--- src/rtl/jacobi_laplace_grid_solver_defines.svh ---
// Assertion macros for the Laplace grid solver RTL.
// No dependencies; included by jacobi_laplace_grid_solver.sv, which carries the concurrent checks.
`ifndef JACOBI_LAPLACE_GRID_SOLVER_DEFINES_SVH
`define JACOBI_LAPLACE_GRID_SOLVER_DEFINES_SVH

`ifndef SYNTH
`define JLS_ASSERT_IMP(name, clk, rst, ante, cons) \
   name: assert property (@(posedge clk) disable iff (rst) (ante) |-> (cons)) \
      else $error("jls same-cycle check failed");
`define JLS_ASSERT_NEXT(name, clk, rst, ante, cons) \
   name: assert property (@(posedge clk) disable iff (rst) (ante) |=> (cons)) \
      else $error("jls next-cycle check failed");
`else
`define JLS_ASSERT_IMP(name, clk, rst, ante, cons)
`define JLS_ASSERT_NEXT(name, clk, rst, ante, cons)
`endif

`endif

--- src/rtl/jls_pkg.sv ---
// Package for the Laplace grid solver: widths, fixed-point constants, codes and types.
// No dependencies; imported by jls_div and jacobi_laplace_grid_solver.
package jls_pkg;

   localparam int VAL_W     = 29;
   localparam int ITER_W    = 20;
   localparam int GS_W      = 8;
   localparam int QW        = 28;
   localparam int DIV_W     = 10;
   localparam int CSR_IDX_W = 2;

   localparam logic [VAL_W-1:0]  VAL_MAX    = '1;
   localparam logic [VAL_W-1:0]  TEN_Q      = 29'd167772160;
   localparam logic [VAL_W-1:0]  TWENTY_Q   = 29'd335544320;
   localparam logic [QW-1:0]     SPAN_Q     = 28'd167772160;
   localparam logic [ITER_W-1:0] ITER_CAP   = 20'd1000000;
   localparam logic [VAL_W-1:0]  PREC_FLOOR = 29'd17;
   localparam logic [6:0]        CHECK_LAST = 7'd99;

   localparam logic CMD_RUN  = 1'b0;
   localparam logic CMD_READ = 1'b1;

   localparam logic [CSR_IDX_W-1:0] REG_GRID_SIZE  = 2'd0;
   localparam logic [CSR_IDX_W-1:0] REG_ITER_LIMIT = 2'd1;
   localparam logic [CSR_IDX_W-1:0] REG_PRECISION  = 2'd2;

   typedef enum logic [2:0] {
      ST_IDLE,
      ST_DIV,
      ST_FILL,
      ST_SWEEP,
      ST_SWEEP_END,
      ST_READ,
      ST_RDATA,
      ST_RESP
   } state_type;

   typedef struct packed {
      logic             done;
      logic [QW-1:0]    quot;
      logic [DIV_W-1:0] rem;
   } div_result_type;

endpackage

--- src/rtl/jls_div.sv ---
// Restoring divider of the constant edge span (10.0 in Q4.24) by the grid step count.
// Depends on jls_pkg; one quotient bit per cycle.
module jls_div import jls_pkg::*; (
   input  logic             clock,
   input  logic             reset,
   input  logic             start,
   input  logic [DIV_W-1:0] divisor,
   output div_result_type   result
);

   localparam logic [4:0] LAST_BIT = 5'(QW - 1);

   logic             busy_ff;
   logic             done_ff;
   logic [4:0]       count_ff;
   logic [DIV_W-1:0] rem_ff;
   logic [DIV_W-1:0] dvs_ff;
   logic [QW-1:0]    quot_ff;

   logic [4:0]       bit_idx;
   logic [DIV_W:0]   trial;
   logic             fits;

   assign bit_idx = LAST_BIT - count_ff;
   assign trial   = {rem_ff, SPAN_Q[bit_idx]};
   assign fits    = trial >= {1'b0, dvs_ff};

   always_ff @(posedge clock) begin
      if (reset) begin
         busy_ff <= 1'b0;
         done_ff <= 1'b0;
      end else if (start) begin
         busy_ff  <= 1'b1;
         done_ff  <= 1'b0;
         count_ff <= '0;
         rem_ff   <= '0;
         quot_ff  <= '0;
         dvs_ff   <= divisor;
      end else if (busy_ff) begin
         rem_ff   <= fits ? DIV_W'(trial - {1'b0, dvs_ff}) : trial[DIV_W-1:0];
         quot_ff  <= {quot_ff[QW-2:0], fits};
         count_ff <= count_ff + 5'd1;
         if (count_ff == LAST_BIT) begin
            busy_ff <= 1'b0;
            done_ff <= 1'b1;
         end
      end
   end

   assign result.done = done_ff;
   assign result.quot = quot_ff;
   assign result.rem  = rem_ff;

endmodule
--- config.mk ---
export PLATFORM = sky130hd
export DESIGN_NAME = jls_div
export DESIGN_NICKNAME = d
export VERILOG_FILES = /design/src/rtl/jacobi_laplace_grid_solver_defines.svh /design/src/rtl/jls_pkg.sv /design/src/rtl/jls_div.sv
export SDC_FILE = /design/constraint.sdc
export NUM_CORES = 1
export LEC_CHECK = 0
export ABC_CLOCK_PERIOD_IN_PS = 8100
export BUFFER_PORTS_ARGS = -buffer_cell sky130_fd_sc_hd__buf_2
export CORE_UTILIZATION = 44
export CTS_BUF_LIST = sky130_fd_sc_hd__clkbuf_2 sky130_fd_sc_hd__clkbuf_4 sky130_fd_sc_hd__clkbuf_8
export DETAILED_ROUTE_END_ITERATION = 10
export PLACE_DENSITY = 0.73
export SLEW_MARGIN = 20
export SYNTH_ARGS = -nofsm -noshare
export SYNTH_HDL_FRONTEND = slang
export SYNTH_SLANG_ARGS = --single-unit
export TNS_END_PERCENT = 100
--- constraint.sdc ---
create_clock -name clock -period 8.1 [get_ports clock]
set_input_delay 1.62 -clock clock [delete_from_list [all_inputs] [get_ports clock]]
set_output_delay 1.62 -clock clock [all_outputs]
set_load 0.005 [all_outputs]
==> impl_metrics.csv, run 1 <==
group,metric,value,unit
run_status,status,"finished, final reports clean",
clock_tree,cts_tree,"done",
yosys,synth_edf_count,53,
floorplanning,core,5642,um^2
cells_and_area,fillers,479,
routing,detailedRoute.firstPassIterationCount,4,
routing,vias,1651,
clock_tree,post_cts_resized,0,
pwr,intPower,464.1,uW
sta,final.min_clock_period,3.157,ns
floorplanning,die_x,79.48,um
routing,drc,0,
pwr,clockPowerShare,24.6,%
clock_tree,post_cts_buffers,0,
global_routing,overflow,0,
global_routing,grt_pass1_vias,1541,
pwr,switching_share,27.60,%
pwr,p_seq_share,54.5,%
cells_and_area,final_core_utilization,54.62,%
worst_setup_path,rr_startpoint,"count_ff[3]",
yosys,synth_area,2641,um^2
worst_setup_path,startpoint,"start",
clock_tree,holdBufCountCts,0,
run,cap_violations,0,
pwr,p_leak,1.255,nW
sta,worst_pin_slew,0.8150,ns
pwr,pwr-share-comb,20.9,%
worst_hold_path,min_to,"done_ff",
yosys,async_flop_share,0,%
worst_setup_path,reg2regPathDepth,10,
clock_tree,cts_sinks,55,
clock_tree,clkLatencyLatePin,0.31,ns
sta,hold_viol,0,
worst_setup_path,cp_max_fo,46,
floorplanning,rows,27,
worst_setup_path,required,8.11,ns
routing,wl,4666,um
clock_tree,cts-root-buf,"clkbuf_8",
cells_and_area,nNetsFinal,280,
global_routing,grt_use_total,15.79,%
sta,setup_tns,0,ns
clock_tree,cts_buffer_depth,2,
worst_hold_path,min_from,"done_ff",
sta,clock_skew,0.01385,ns
pwr,power_switching,176.9,uW
worst_hold_path,min_delay_path_depth,2,
routing,dr.first_iter.drc_count,83,
worst_setup_path,crit_chain,"buf_2 -> nor2_1 -> nor2_4 -> buf_16",
place,hpwl,3312,um
sta,finalMaxSlewViolations,0,
clock_tree,cts_buffers,5,
sta,rsz0062_at_grt,"false",
routing,wl_per_cell,14.31,um
floorplanning,start_util,46.82,%
worst_setup_path,cp-end-kind,"flop",
routing,ant_nets,0,
sta,finalCritPeriodShare,38.97,%
clock_tree,clkTransAtPathRegs,0.11,ns
worst_setup_path,critPathMaxStageDelay,0.61,ns
place,place.gp.congestion,0.7809,
sta,timing.fmax,316.8,MHz
worst_hold_path,min_path_type,"flop to flop",
place,port_buffers,51,
worst_setup_path,r2r_slack,5.13,ns
pwr,power_density,208.0,nW/um^2
floorplanning,die_y,79.48,um
worst_setup_path,crit_type,"input pin to flop",
yosys,ys_warn_count,0,
clock_tree,htreeDepth,2,
cells_and_area,diodes,0,
worst_setup_path,r2r_end,"rem_ff[4]",
yosys,syn_area_per_cell,13.14,um^2
sta,slew_headroom,45.67,%
sta,setup_violations,0,
cells_and_area,final_common_cell,"edfxtp_1",
pwr,peakVddDrop,0.0001236,V
floorplanning,io_pins,52,
yosys,post_synth_num_cell_types,42,
global_routing,antenna_found_initial,0,
routing,routed_via_density,5.064,
cells_and_area,drive_gt1_share,27.17,%
yosys,ys_ff_latch,55,
worst_setup_path,arrival,3.16,ns
cells_and_area,layout_common_cells,"edfxtp_1 (53), buf_2 (51), nor2b_1 (31)",
worst_setup_path,critical_path.slowest_cell,"buf_2",
yosys,synth_flop_cell,"edfxtp_1",
yosys,synth_cells,201,
worst_setup_path,cp-start-kind,"input pin",
floorplanning,die-area,6317,um^2
global_routing,grt_pass1_wl,7583,um
global_routing,grt_max_degree,47,
cells_and_area,area_growth_syn_to_layout,16.67,%
yosys,synth_fp_nets,228,
yosys,synth_seq_area_share,61.77,%
[kinds of logic (layout without fill, tap and decap cells)]
family	Yosys count	in the layout	share of synthesized area, %
flops	55	55	61.77
buf+inv	18	71	3.031
xor+xnor	9	9	2.985
simple gates	72	72	14.88
fa+ha+maj	14	14	6.916
mux	6	6	2.463
compound gates	27	27	7.959
[metal layers]
layer | GRT usage, % | up-vias | part of all wire, %
li1 | - | 822 | -
met1 | 22.87 | 787 | 48
met2 | 24.10 | 38 | 48
met3 | 3.429 | 4 | 3.2
met4 | 3.818 | 0 | 0.73
met5 | 0 | - | 0
[power by group through the flow]
stage / combinational [mW] / sequential [mW] / clock (mW)
2_1_floorplan: 0.0964 / 0.356 / 0
3_3_place_gp: 0.128 / 0.356 / 0
3_5_place_dp: 0.134 / 0.356 / 0
4_1_cts: 0.135 / 0.350 / 0.161
5_1_grt: 0.150 / 0.353 / 0.170
6_report: 0.134 / 0.350 / 0.158
[worst max-delay path by stage]
stage / endpoint / slack (ns) / cells past startpoint
floorplan: count_ff[0] / 3.89 / 3
global placement: quot_ff[6] / 4.33 / 3
detailed placement: dvs_ff[3] / 4.48 / 2
CTS: dvs_ff[9] / 4.82 / 2
global route: quot_ff[25] / 4.79 / 4
finish: rem_ff[8] / 4.94 / 4
[cells in the mapped netlist, drive strengths merged (2+ instances only)]
cell | count | share of area, %
a21o | 4 | 1.1
a21oi | 7 | 1.6
buf | 4 | 1.0
clkbuf | 3 | 0.43
dfxtp | 2 | 1.5
edfxtp | 53 | 60
ha | 13 | 6.2
inv | 11 | 1.6
mux2i | 5 | 1.9
nand2 | 5 | 0.71
nand3 | 4 | 0.76
nor2 | 19 | 2.8
nor2b | 32 | 7.6
nor3 | 2 | 0.38
nor3b | 3 | 0.85
o21a | 4 | 1.1
o21ai | 2 | 0.52
o31a | 3 | 0.99
xnor2 | 6 | 2.0
xor2 | 3 | 0.99
[flip-flops by register name, indices dropped and copies added, names as in the netlist]
signal,cells
busy_ff,1
count_ff,5
done_ff,1
dvs_ff,10
quot_ff,28
rem_ff,10
[final cells by class]
cell class | count | area (um^2) | share of cell area (%)
well taps | 72 | 90.09 | 2.923
repair buffers | 52 | 282.8 | 9.176
clock buffers | 5 | 68.82 | 2.233
multi-input cells | 128 | 939.7 | 30.49
flip-flops and latches | 55 | 1632 | 52.94
inverters | 11 | 41.29 | 1.340
clock inverters | 3 | 27.53 | 0.8932
[metrics by stage]
stage	setup slack [ns]	instances	instance area [um^2]	power, mW	hold slack, ns
after floorplan	3.892	201	2641	0.4525	0.4905
after global placement	4.327	317	2955	0.4841	0.5184
after detailed placement	4.481	318	2983	0.4906	0.5222
after CTS	4.824	326	3079	0.6455	0.5483
after global routing	4.786	326	3082	0.6728	0.5976
final	4.943	326	3082	0.6410	0.5507
[critical path: cells and delay by family]
kind | cells | cell delay (ns)
buffers and inverters | 2 | 0.86
AND/OR/NAND/NOR | 2 | 0.66
(Power assumes the default switching activity.)
==> inputs of run 2 (changes only) <==
--- a/config.mk
+++ b/config.mk
@@ -5,7 +5,7 @@
 export SDC_FILE = /design/constraint.sdc
 export NUM_CORES = 1
 export LEC_CHECK = 0
-export ABC_CLOCK_PERIOD_IN_PS = 8100
+export ABC_CLOCK_PERIOD_IN_PS = 2940
 export BUFFER_PORTS_ARGS = -buffer_cell sky130_fd_sc_hd__buf_2
 export CORE_UTILIZATION = 44
 export CTS_BUF_LIST = sky130_fd_sc_hd__clkbuf_2 sky130_fd_sc_hd__clkbuf_4 sky130_fd_sc_hd__clkbuf_8
==> constraint.sdc (replaced) <==
create_clock -name clock -period 2.94 [get_ports clock]
set_input_delay 0.588 -clock clock [delete_from_list [all_inputs] [get_ports clock]]
set_output_delay 0.588 -clock clock [all_outputs]
set_load 0.005 [all_outputs]
==> impl_metrics.csv, run 2 (synthesis gave the netlist of run 1 again) <==
group,metric,value,unit
floorplanning,die-area,6317,um^2
floorplanning,io_pins,52,
sta,rsz0062_at_grt,"false",
sta,finalMaxSlewViolations,0,
clock_tree,cts_sinks,55,
cells_and_area,nNetsFinal,284,
cells_and_area,fillers,481,
worst_setup_path,cp-end-kind,"flop",
routing,top_layer,"met4",
worst_setup_path,rr_startpoint,"count_ff[2]",
clock_tree,htreeDepth,2,
routing,vias,1688,
cells_and_area,diodes,0,
routing,drc,0,
pwr,p_leak,1.268,nW
run_status,status,"finished, final reports clean",
routing,detailedRoute.firstPassIterationCount,4,
sta,postLayoutSetupSlackWorst,0.2467,ns
global_routing,grt_use_total,16.64,%
global_routing,grt_pass1_wl,7824,um
worst_setup_path,required,3.03,ns
worst_setup_path,arrival,2.78,ns
sta,hold_viol,0,
worst_setup_path,cp_max_fo,4,
floorplanning,die_x,79.48,um
cells_and_area,top_regs,"quot_ff (28), dvs_ff (10), rem_ff (10)",
clock_tree,cts_tree,"done",
worst_setup_path,r2r_slack,0.25,ns
sta,slew_headroom,62.01,%
sta,timing.fmax,371.3,MHz
floorplanning,start_util,46.82,%
worst_setup_path,crit_path_end,"rem_ff[6]",
cells_and_area,final_cell_area,3084,um^2
clock_tree,cts_buffer_depth,2,
global_routing,grt_pass1_vias,1620,
pwr,power_density,574.5,nW/um^2
global_routing,grt_max_degree,45,
sta,clock_skew,0.008577,ns
clock_tree,post_cts_buffers,0,
cells_and_area,drive_gt1_share,27.91,%
cells_and_area,top_register,"quot_ff",
sta,worst_pin_slew,0.5699,ns
place,post_dp_cell_area,2993,um^2
place,place_ws,0.3147,ns
floorplanning,core,5642,um^2
worst_setup_path,startpoint,"count_ff[2]",
cells_and_area,layout.cells.non_filler,330,
floorplanning,die_y,79.48,um
cells_and_area,final_common_cell,"edfxtp_1",
sta,setup_violations,0,
clock_tree,holdBufCountCts,0,
routing,wl,4846,um
cells_and_area,multi_input_area,937.1,um^2
routing,dr.first_iter.drc_count,81,
cells_and_area,layout_common_cells,"edfxtp_1 (53), buf_2 (51), nor2b_1 (32)",
clock_tree,cts_buffers,5,
worst_hold_path,min_path_type,"input pin to flop",
global_routing,antenna_found_initial,0,
routing,wl_met2,2373,um
run,cap_violations,0,
routing,wl_per_cell,14.68,um
clock_tree,clkTransAtPathRegs,0.11,ns
sta,final.min_clock_period,2.693,ns
floorplanning,rows,27,
routing,routed_via_density,5.115,
place,place.gp.congestion,0.8419,
worst_setup_path,reg2regPathDepth,11,
routing,met3WireLength,209,um
global_routing,overflow,0,
clock_tree,clkLatencyLatePin,0.32,ns
place,dp_cells,322,
worst_setup_path,r2r_end,"rem_ff[6]",
place,port_buffers,51,
sta,finalCritPeriodShare,91.61,%
routing,ant_nets,0,
clock_tree,post_cts_resized,0,
cells_and_area,regArea,1632,um^2
clock_tree,cts-root-buf,"clkbuf_8",
place,hpwl,3319,um
worst_hold_path,min_from,"divisor[9]",
routing,routedLengthMet1,2182,um
worst_setup_path,crit_type,"flop to flop",
cells_and_area,area_growth_syn_to_layout,16.77,%
pwr,peakVddDrop,0.0002500,V
cells_and_area,final_core_utilization,54.67,%
cells_and_area,largest_reg_flops,28,
sta,setup_tns,0,ns
worst_setup_path,cp-start-kind,"flop",
[run 2: cell count changes in the layout (fill, tap and decap cells not counted)]
cell | previous run | this run
buf_4 | 0 | 5
buf_16 | 1 | 0
clkinv_2 | 0 | 1
clkinvlp_4 | 1 | 0
inv_6 | 0 | 1
inv_8 | 1 | 0
nor2b_1 | 31 | 32
nor2b_2 | 1 | 0
[run 2: stage by stage]
| step | hold WS (ns) | power [mW] |
|---|---|---|
| floorplan | 0.4905 | 1.246 |
| global placement | 0.5295 | 1.346 |
| detailed placement | 0.5352 | 1.355 |
| CTS | 0.4389 | 1.779 |
| global route | 0.4259 | 1.852 |
| finish | 0.4387 | 1.772 |
[run 2: worst min-delay path by stage]
stage | endpoint | depth (start not counted)
5_1_grt | dvs_ff[7] | 1
2_1_floorplan | done_ff | 2
6_report | dvs_ff[9] | 1
4_1_cts | dvs_ff[7] | 1
3_5_place_dp | done_ff | 2
3_3_place_gp | done_ff | 2
[run 2: area by class of cell]
cell class | count | area share (%)
clock buffers | 5 | 2.231
repair buffers | 56 | 9.493
well taps | 72 | 2.921
multi-input cells | 128 | 30.39
clock inverters | 3 | 0.7302
inverters | 11 | 1.339
flip-flops and latches | 55 | 52.90
[run 2: worst max-delay path: stages (launching register included)]
cell and delay (ns):
edfxtp_1 0.47, ha_1 0.24, xnor2_1 0.15, nand3b_1 0.11, ha_1 0.22, fa_1 0.41, nor2b_1 0.19, o31a_1 0.22
o21a_1 0.13, nor2_1 0.04, xnor2_1 0.11, a21o_1 0.17
[run 2: report_power, final]
group | total, mW | internal, mW | switching, mW
Combinational | 0.374 | 0.178 | 0.195
Sequential | 0.963 | 0.931 | 0.0313
Clock | 0.435 | 0.171 | 0.264
Total | 1.77 | 1.28 | 0.491
[run 2: layer usage]
metal	global-route usage, %	vias up
li1	-	828
met1	21.68	820
met2	26.84	35
met3	3.429	5
met4	7.091	0
met5	0	-
